[src/rtl/core/lcgrr_pkg.sv]
// package with shared constants and types for the lcg random generator
`default_nettype none
package lcgrr_pkg;

  // generator width and lcg coefficients
  localparam int unsigned SEED_W       = 32;
  localparam logic [31:0] LCG_MUL      = 32'd214013;
  localparam logic [31:0] LCG_ADD      = 32'd2531011;
  localparam int unsigned SAMPLE_SHIFT = 16;
  localparam int unsigned SAMPLE_BITS_DEFAULT = 15;

  // request commands
  typedef enum logic [1:0] {
    CMD_RAW   = 2'd0,
    CMD_BITS  = 2'd1,
    CMD_RANGE = 2'd2,
    CMD_BOOL  = 2'd3
  } cmd_t;

  // sequencer states
  typedef enum logic [1:0] {
    ST_IDLE,
    ST_LOAD,
    ST_DIV,
    ST_OUT
  } state_t;

endpackage
`default_nettype wire

[src/rtl/core/lcgrr_seed.sv]
// seed register with load from configuration and one lcg advance per request
`default_nettype none
module lcgrr_seed (
  input  wire logic                          clk,
  input  wire logic                          rst,
  input  wire logic                          load,
  input  wire logic [lcgrr_pkg::SEED_W-1:0]  load_data,
  input  wire logic                          advance,
  output logic      [lcgrr_pkg::SEED_W-1:0]  seed
);

  logic [lcgrr_pkg::SEED_W-1:0] seed_next;

  // seed * a + c, wrapping at the seed width
  always_comb begin
    seed_next = lcgrr_pkg::SEED_W'(seed * lcgrr_pkg::LCG_MUL + lcgrr_pkg::LCG_ADD);
  end

  // load wins over advance; both never come together in normal use
  always_ff @(posedge clk) begin
    if (rst) begin
      seed <= '0;
    end else if (load) begin
      seed <= load_data;
    end else if (advance) begin
      seed <= seed_next;
    end
  end

endmodule
`default_nettype wire

[src/rtl/core/lcgrr_div.sv]
// bit-serial restoring remainder unit, one sample bit per cycle
`default_nettype none
module lcgrr_div #(
  parameter int unsigned SAMPLE_BITS = lcgrr_pkg::SAMPLE_BITS_DEFAULT
) (
  input  wire logic                          clk,
  input  wire logic                          rst,
  input  wire logic                          start,
  input  wire logic [SAMPLE_BITS-1:0]        sample,
  input  wire logic [lcgrr_pkg::SEED_W-1:0]  divisor,
  output logic                               done,
  output logic      [SAMPLE_BITS-1:0]        rem
);

  localparam int unsigned CNT_W = $clog2(SAMPLE_BITS + 1);

  logic                              busy;
  logic [CNT_W-1:0]                  cnt;
  logic [SAMPLE_BITS-1:0]            shreg;
  logic [SAMPLE_BITS:0]              trial;
  logic [lcgrr_pkg::SEED_W-1:0]      diff;
  logic                              fits;
  logic [SAMPLE_BITS-1:0]            rem_next;
  logic                              last;

  // shift the next dividend bit in and try a subtract
  always_comb begin
    trial    = {rem, shreg[SAMPLE_BITS-1]};
    fits     = lcgrr_pkg::SEED_W'(trial) >= divisor;
    diff     = lcgrr_pkg::SEED_W'(trial) - divisor;
    rem_next = fits ? diff[SAMPLE_BITS-1:0] : trial[SAMPLE_BITS-1:0];
    last     = (cnt == CNT_W'(SAMPLE_BITS - 1));
  end

  // control
  always_ff @(posedge clk) begin
    if (rst) begin
      busy <= 1'b0;
      done <= 1'b0;
      cnt  <= '0;
    end else begin
      done <= busy && last;
      if (start) begin
        busy <= 1'b1;
        cnt  <= '0;
      end else if (busy) begin
        cnt <= cnt + CNT_W'(1);
        if (last) begin
          busy <= 1'b0;
        end
      end
    end
  end

  // datapath
  always_ff @(posedge clk) begin
    if (start) begin
      shreg <= sample;
      rem   <= '0;
    end else if (busy) begin
      shreg <= shreg << 1;
      rem   <= rem_next;
    end
  end

endmodule
`default_nettype wire

[src/rtl/core/lcg_random_with_range_top.sv]
// top level of the lcg random generator with shaped results
//
// Usage: write a seed on the cfg channel (cfg_valid/cfg_ready, cfg_data) while
// the block is idle; it loads into the generator at once. Each request on the
// in channel (in_valid/in_ready with command, bit_count, range_low, range_high)
// advances the seed once and yields one result on the out channel
// (out_valid/out_ready with value).
// Each request passes through the load, divide and output states of the
// sequencer, and the bit-serial remainder unit handles one sample bit per cycle.
// One request is worked on at a time, so a new request is taken only once the
// sequencer has returned to idle.
// The result sits in an output register; the next request is taken while it
// waits. If the receiver stalls, a finished result holds in the sequencer
// until the output register frees, and no further request is taken.
// Reset clears the seed to zero and empties the output register.
`default_nettype none
module lcg_random_with_range_top #(
  parameter int unsigned SAMPLE_BITS = lcgrr_pkg::SAMPLE_BITS_DEFAULT
) (
  input  wire logic         clk,
  input  wire logic         rst,
  input  wire logic         cfg_valid,
  output logic              cfg_ready,
  input  wire logic [31:0]  cfg_data,
  input  wire logic         in_valid,
  output logic              in_ready,
  input  wire logic [1:0]   command,
  input  wire logic [4:0]   bit_count,
  input  wire logic [31:0]  range_low,
  input  wire logic [31:0]  range_high,
  output logic              out_valid,
  input  wire logic         out_ready,
  output logic      [31:0]  value
);

  lcgrr_pkg::state_t state, state_next;

  logic                   in_fire;
  logic                   div_start;
  logic                   div_done;
  logic [SAMPLE_BITS-1:0] div_rem;
  logic [31:0]            seed;
  logic [SAMPLE_BITS-1:0] sample;
  lcgrr_pkg::cmd_t        cmd;
  logic [4:0]             nbits;
  logic [31:0]            lo;
  logic [31:0]            divisor;
  logic [31:0]            sample_ext;
  logic [31:0]            result;
  logic                   out_load;

  assign cfg_ready  = 1'b1;
  assign in_fire    = in_valid && in_ready;
  assign sample     = seed[lcgrr_pkg::SAMPLE_SHIFT +: SAMPLE_BITS];
  assign sample_ext = 32'(sample);

  // generator state
  lcgrr_seed u_seed (
    .clk       (clk),
    .rst       (rst),
    .load      (cfg_valid && cfg_ready),
    .load_data (cfg_data),
    .advance   (in_fire),
    .seed      (seed)
  );

  // remainder of the sample by the range width
  lcgrr_div #(
    .SAMPLE_BITS (SAMPLE_BITS)
  ) u_div (
    .clk     (clk),
    .rst     (rst),
    .start   (div_start),
    .sample  (sample),
    .divisor (divisor),
    .done    (div_done),
    .rem     (div_rem)
  );

  // request fields held for the duration of the work
  always_ff @(posedge clk) begin
    if (in_fire) begin
      cmd     <= lcgrr_pkg::cmd_t'(command);
      nbits   <= bit_count;
      lo      <= range_low;
      divisor <= range_high - range_low + 32'd1;
    end
  end

  // shape the sample by command
  always_comb begin
    unique case (cmd)
      lcgrr_pkg::CMD_RAW:   result = sample_ext;
      lcgrr_pkg::CMD_BITS:  result = sample_ext & ~(32'hFFFF_FFFF << nbits);
      lcgrr_pkg::CMD_RANGE: result = lo + ((divisor == 32'd0) ? 32'd0 : 32'(div_rem));
      lcgrr_pkg::CMD_BOOL:  result = {31'd0, sample[0]};
      default:              result = sample_ext;
    endcase
  end

  // sequencer state register
  always_ff @(posedge clk) begin
    if (rst) begin
      state <= lcgrr_pkg::ST_IDLE;
    end else begin
      state <= state_next;
    end
  end

  // sequencer next state and outputs
  always_comb begin
    state_next = state;
    in_ready   = 1'b0;
    div_start  = 1'b0;
    out_load   = 1'b0;
    unique case (state)
      lcgrr_pkg::ST_IDLE: begin
        in_ready = 1'b1;
        if (in_valid) begin
          state_next = lcgrr_pkg::ST_LOAD;
        end
      end
      lcgrr_pkg::ST_LOAD: begin
        div_start  = 1'b1;
        state_next = lcgrr_pkg::ST_DIV;
      end
      lcgrr_pkg::ST_DIV: begin
        if (div_done) begin
          state_next = lcgrr_pkg::ST_OUT;
        end
      end
      lcgrr_pkg::ST_OUT: begin
        if (!out_valid || out_ready) begin
          out_load   = 1'b1;
          state_next = lcgrr_pkg::ST_IDLE;
        end
      end
      default: state_next = lcgrr_pkg::ST_IDLE;
    endcase
  end

  // output register
  always_ff @(posedge clk) begin
    if (rst) begin
      out_valid <= 1'b0;
    end else if (out_load) begin
      out_valid <= 1'b1;
    end else if (out_ready) begin
      out_valid <= 1'b0;
    end
  end

  always_ff @(posedge clk) begin
    if (out_load) begin
      value <= result;
    end
  end

  // only one request in flight
  a_one_request: assert property (@(posedge clk) disable iff (rst)
    in_fire |=> !in_ready)
    else $error("request taken while another is in work");

  // remainder unit finishes only while the sequencer waits for it
  a_done_in_div: assert property (@(posedge clk) disable iff (rst)
    div_done |-> state == lcgrr_pkg::ST_DIV)
    else $error("remainder done outside of divide state");

  // a finished result with a free output register is shown next cycle
  a_result_shown: assert property (@(posedge clk) disable iff (rst)
    (state == lcgrr_pkg::ST_OUT && !out_valid) |=> out_valid)
    else $error("finished result not moved to output");

  // a request starts the remainder unit in the next cycle
  a_div_started: assert property (@(posedge clk) disable iff (rst)
    in_fire |=> div_start)
    else $error("remainder unit not started after request");

endmodule
`default_nettype wire

[config.mk]
export PLATFORM = sky130hd
export DESIGN_NAME = lcg_random_with_range_top
export DESIGN_NICKNAME = d
export VERILOG_FILES = /design/src/rtl/core/lcgrr_pkg.sv /design/src/rtl/core/lcgrr_seed.sv /design/src/rtl/core/lcgrr_div.sv /design/src/rtl/core/lcg_random_with_range_top.sv
export SDC_FILE = /design/constraint.sdc
export NUM_CORES = 1
export LEC_CHECK = 0
export ABC_CLOCK_PERIOD_IN_PS = 5850
export BUFFER_PORTS_ARGS = -buffer_cell sky130_fd_sc_hd__buf_2
export CAP_MARGIN = 20
export CORE_ASPECT_RATIO = 0.5
export CORE_MARGIN = 3
export CORE_UTILIZATION = 45
export CTS_BUF_LIST = sky130_fd_sc_hd__clkbuf_8 sky130_fd_sc_hd__clkbuf_16
export DETAILED_ROUTE_END_ITERATION = 7
export PLACE_DENSITY_LB_ADDON = 0.25
export REMOVE_ABC_BUFFERS = 1
export SLEW_MARGIN = 20
export SYNTH_ARGS = -nofsm -noshare
export SYNTH_HDL_FRONTEND = slang
export SYNTH_SLANG_ARGS = --single-unit
[constraint.sdc]
create_clock -name clk -period 5.85 [get_ports clk]
set_input_delay 0.8775 -clock clk [delete_from_list [all_inputs] [get_ports clk]]
set_output_delay 0.8775 -clock clk [all_outputs]
set_load 0.05 [all_outputs]
Yosys cells after proc, flatten, opt, wreduce, memory -nomap -nowiden:

Cells that the tools add are included.
W data, S select, Z words.

* $add $sub $neg: 6
* multipliers: 1
* order comparisons: 1
* equal/unequal tests: 10
* shift operators: 1
* muxes and demuxes: 20
* bitwise gates (word level): 2
* reduce and logical (&&, ||, !) cells: 12

Operators by type and width (count)
* $pmux W32 S4: 1
* $mux W32: 2
* $mux W15: 4
* $add A32 B1 Y32 const B: 1
* $add A32 B15 Y32: 1
* $add A32 B22 Y32 const B: 1
* $and A15 B32 Y32: 1
* $ge A16 B32 Y1: 1
* $logic_not A32 Y1: 1
* $mul A32 B18 Y32 const B: 1
* $not A32 Y32: 1
* $shl A32 B5 Y32 const A: 1
* $sub A32 B32 Y32: 1
* $sub A15 B15 Y15: 1
* $mux W1: 9
* $eq A2 B2 Y1 const B: 4
* $pmux W2 S4: 1
* $mux W2: 3
* $reduce_bool A2 Y1: 3
* $add A4 B1 Y4 const B: 1
* $eq A2 B1 Y1 const B: 2
* $eq A4 B4 Y1 const B: 1
* $logic_not A2 Y1: 2
* $ne A2 B2 Y1 const B: 2
* other kinds (6): 7

* bits in registers: 174
* input bits: 108
* output and inout port bits: 35
* word-level logic and storage cells: 66

Longest topological paths before layout:

* word-level depth: 5
* depth in mapped cells: 22
* depth with buffers taken out: 21

By module:

Synthesis repeated with hierarchy kept, for this count alone.

* cell total of the unflattened synthesis: 2015
* area total of the unflattened synthesis: 19294.8 sq um

By module, submodules not included
* lcgrr_seed: instances 1, cells each 1061, area an instance 9623.0 sq um, seq. area each 640.6 sq um
* lcg_random_with_range_top: instances 1, cells each 677, area an instance 7105.6 sq um, seq. area each 3153.0 sq um
* lcgrr_div: instances 1, cells each 277, area an instance 2566.2 sq um, seq. area each 870.8 sq um

Worst setup path before layout:

Ideal clock, no wire load.

* path kind: flip-flop to flip-flop
* start point: reg u_seed.seed[4] (netlist name)
* end point: reg u_seed.seed[25] (netlist name)
* setup time: 0.095 ns
* arrival: 5.747 ns
* data required time: 5.755 ns
* slack: 0.008 ns
* cell stages (with the launch flop): 20
* buffers on the path: 0
* clock period less this slack: 5.842 ns
* path through: dfxtp_1 inv_1 fa_1 fa_1 fa_1 inv_1 fa_1 fa_1 inv_1 fa_1 inv_1 ha_1 and3_1 a221oi_2 o2111a_1 o21ai_0 a221oi_1 xnor2_1 nand2_1 a221oi_1

* word-level cells in the longest chain between the ends: 4

RTL lines
* start, declared: line lcgrr_seed.sv:9 `output logic [lcgrr_pkg::SEED_W-1:0] seed`
* start signal, assigned: line lcgrr_seed.sv:24 `seed <= load_data;`
* start signal, assigned: line lcgrr_seed.sv:26 `seed <= seed_next;`
* $mul A32 B18 Y32: line lcgrr_seed.sv:16 `seed_next = lcgrr_pkg::SEED_W'(seed * lcgrr_pkg::LCG_MUL + lcgrr_pkg::LCG_ADD);`
* $add A32 B22 Y32: line lcgrr_seed.sv:16
* $mux W32: line lcgrr_seed.sv:25 `end else if (advance) begin`
* $mux W32: line lcgrr_seed.sv:23 `end else if (load) begin`

No other way between the ends. The select of a mux whose other input is x is not followed.
A chain may end at the register's enable or synchronous reset.

Worst setup path in the final report:

* start point: reg u_seed.seed[8] (netlist name)
* end point: reg u_seed.seed[23] (netlist name)

The elaborated chain is that of the path after synthesis.

==> out/summary.txt <==
status -> completed
Tightest Pin Transition -> 1.08 ns
area growth from synthesis to layout -> 15.6%
number of failing hold endpoints at the final stage -> 0
placed cell area -> 20,200 um2
endpoints failing setup -> 0
fraction of final layout cells with drive strength greater than 1 -> 0.176
highest attainable clock frequency -> 175 MHz
sequential share of the synthesized area -> 0.255
unrepaired setup endpoints after global routing -> true
portion of the clock cycle consumed by the worst path in the final layout -> 0.976
synth cell count leaders -> 406 x sky130_fd_sc_hd__inv_1, 233 x sky130_fd_sc_hd__ha_1, 177 x sky130_fd_sc_hd__fa_1, 118 x sky130_fd_sc_hd__edfxtp_1, 113 x sky130_fd_sc_hd__nor2_1
Post-synth top flop -> sky130_fd_sc_hd__edfxtp_1
chip height -> 148 um
final std cell area, no fill -> 21,100 um2
CTS tree -> done
Data required, critical path -> 6.21 ns
Slew Viols, Final -> 0
FILL cells -> 3,634
biggest fanout along the worst timing path -> 4
async set or reset register ratio after synthesis -> 0
total clock sinks -> 173
maximum clock insertion buffer count -> 2
number of synthesized register bits -> 173
DIE AREA -> 43,100 um2
average vias per placed instance -> 5.15
post-synth top area share -> 0.194
overall via count from detail_route -> 13.8k
count of flip-flops with a built-in enable after synthesis -> 118
antenna-violating nets left -> 0
Layout Cells excl Fill -> 2,673
# port buffers -> 140
Detailed Routing Iterations Pass 1 -> 5
die span in x -> 291 um
Synth Warn # -> 0
Skew-Pair Late Insertion Delay -> 0.46 ns
synth unique cells -> 77
Global Route Usage Sum -> 0.217
Top Ports -> 143
dominant cells by area after synthesis -> sky130_fd_sc_hd__edfxtp_1 19%, sky130_fd_sc_hd__fa_1 19%, sky130_fd_sc_hd__ha_1 16%
top-count cell post-synth -> sky130_fd_sc_hd__inv_1
path type of the worst setup path -> reg -> reg
Critical Path Start Type -> flip-flop
number of violations of the max-capacitance limit -> 0
root cell of the clock tree -> sky130_fd_sc_hd__clkbuf_16
Mean Syn Cell Area -> 9.59 um2
routability-driven placement congestion ratio -> 0.905
max_slew headroom -> 0.281
Iter 0 DRT Violations -> 691
sum of routed wire length over all layers -> 45,600 um
pin count of the biggest net entering global routing -> 63
effective utilization at floorplan -> 0.462
via count of the first global-routing pass -> 13.9k
Synth area leader -> sky130_fd_sc_hd__edfxtp_1
global-route wire length before repair -> 73,300 um
hpwl dp -> 37,500 um
aggregate global routing overflow -> 0
placed insts -> 2,632
total number of H-tree levels -> 4
WL/cell -> 17.1 um
count of standard-cell rows -> 51
min-delay worst type -> reg -> reg
Worst Path Arrival -> 6.07 ns
crit path capture type -> flip-flop
worst-case setup slack after placement -> -0.149 ns
total clock buffers created by CTS -> 17
post-synth design cell area -> 18,200 um2
core area -> 39,400 um2
Final Worst Setup Slack -> 0.140 ns
crit path time final -> 5.71 ns
final setup skew -> 0.0206 ns
number of antenna violations at the first check in global routing -> 1
synthesized netlist cell count -> 1,900
number of nets in the final layout -> 2,647
clock slew seen by the registers of the worst setup and hold paths -> 0.07 ns
residual DRC count -> 0
flip-flops by register name (all words and copies together), names as in the netlist:
register / count
cmd: 2
divisor: 32
lo: 32
nbits: 5
out_valid: 1
state: 2
u_div.busy: 1
u_div.cnt: 4
u_div.done: 1
u_div.rem: 15
u_div.shreg: 15
u_seed.seed: 31
value: 32
through the flow:
stage | util | hold WS, ns | setup TNS, ns
2_1_floorplan | - | 0.466 | 0
3_3_place_gp | 0.513 | 0.494 | -0.488
3_5_place_dp | 0.513 | 0.493 | -0.590
4_1_cts | 0.530 | 0.503 | 0
5_1_grt | 0.534 | 0.532 | -0.0762
6_report | 0.534 | 0.500 | 0
area by class of cell:
class / count / area, um2 / area share
inverters: 407 / 1530 / 0.0726
clock buffers: 17 / 425 / 0.0202
diodes: 1 / 2.50 / 0.000119
multi-input cells: 1278 / 12100 / 0.573
well taps: 530 / 663 / 0.0315
clock inverters: 15 / 149 / 0.00706
flip-flops and latches: 173 / 4670 / 0.222
repair buffers: 252 / 1560 / 0.0741
cell families after synthesis:
group           after synthesis  share of synthesized area
simple gates                366                     0.0953
buf+inv                     449                     0.0931
compound gates              352                      0.127
flops                       173                      0.255
fa+ha+maj                   411                      0.355
other cells                   1                   0.000206
mux                          32                     0.0188
xor+xnor                    116                     0.0557
repair_timing:
| action | 4_1_cts | 5_1_grt |
|---|---|---|
| setup endpoints to repair | 10 | 11 |
| hold endpoints to repair | 0 | 0 |
| pin swaps | 8 | 29 |
| hold buffers | 0 | 0 |
| resized for setup | 28 | 45 |
| buffers inserted | 4 | 4 |
final timing paths:
kind / start / to / slack (ns) / depth (start not counted)
max: u_seed.seed[8] / u_seed.seed[23] / 0.14 / 21
min: u_div.cnt[3] / u_div.done / 0.50 / 2
max reg2reg: u_seed.seed[8] / u_seed.seed[23] / 0.14 / 21
min reg2reg: u_div.cnt[3] / u_div.done / 0.50 / 2
routing by layer:
layer / part of all wire / track usage / vias to the layer above
li1: - / - / 6817
met1: 0.44 / 0.276 / 6647
met2: 0.51 / 0.392 / 247
met3: 0.028 / 0.0258 / 63
met4: 0.025 / 0.0586 / 0
met5: 0 / 0 / -
critical path, stage by stage, from the launching register on:
cell,delay (ns)
sky130_fd_sc_hd__dfxtp_2,0.34
sky130_fd_sc_hd__buf_6,0.13
sky130_fd_sc_hd__fa_2,0.62
sky130_fd_sc_hd__fa_1,0.44
sky130_fd_sc_hd__ha_1,0.29
sky130_fd_sc_hd__inv_1,0.05
sky130_fd_sc_hd__fa_1,0.52
sky130_fd_sc_hd__inv_2,0.06
sky130_fd_sc_hd__fa_1,0.53
sky130_fd_sc_hd__inv_1,0.05
sky130_fd_sc_hd__fa_1,0.54
sky130_fd_sc_hd__inv_1,0.08
sky130_fd_sc_hd__ha_4,0.27
sky130_fd_sc_hd__nand2_2,0.06
sky130_fd_sc_hd__or2_2,0.30
sky130_fd_sc_hd__o2111a_2,0.20
sky130_fd_sc_hd__o21ai_2,0.12
sky130_fd_sc_hd__buf_4,0.12
sky130_fd_sc_hd__nand4_1,0.11
sky130_fd_sc_hd__a31oi_2,0.25
sky130_fd_sc_hd__mux2_4,0.33
sky130_fd_sc_hd__a211oi_2,0.21
layout by cell type, fill, tap and decap left out, types with 13 or more instances in the layout:
cell	count
sky130_fd_sc_hd__nand2_1	99
sky130_fd_sc_hd__ha_1	227
sky130_fd_sc_hd__mux2_2	17
sky130_fd_sc_hd__a31oi_1	13
sky130_fd_sc_hd__buf_4	109
sky130_fd_sc_hd__dfxtp_1	39
sky130_fd_sc_hd__xnor2_1	81
sky130_fd_sc_hd__fa_1	166
sky130_fd_sc_hd__inv_1	398
sky130_fd_sc_hd__xor2_1	34
sky130_fd_sc_hd__dfxtp_2	14
sky130_fd_sc_hd__nand3_1	20
sky130_fd_sc_hd__a21oi_1	97
sky130_fd_sc_hd__o21ai_0	55
sky130_fd_sc_hd__mux2i_1	14
sky130_fd_sc_hd__nor2b_1	20
sky130_fd_sc_hd__a211oi_1	26
sky130_fd_sc_hd__clkbuf_16	17
sky130_fd_sc_hd__buf_2	140
sky130_fd_sc_hd__nor2_1	113
sky130_fd_sc_hd__edfxtp_1	118
sky130_fd_sc_hd__nand2b_1	17
sky130_fd_sc_hd__a21o_1	30
sky130_fd_sc_hd__nor3_1	31
Power is left out: the tool's default activity adds up to more than one toggle a clock period on the data nets, which glitch-free logic cannot reach.
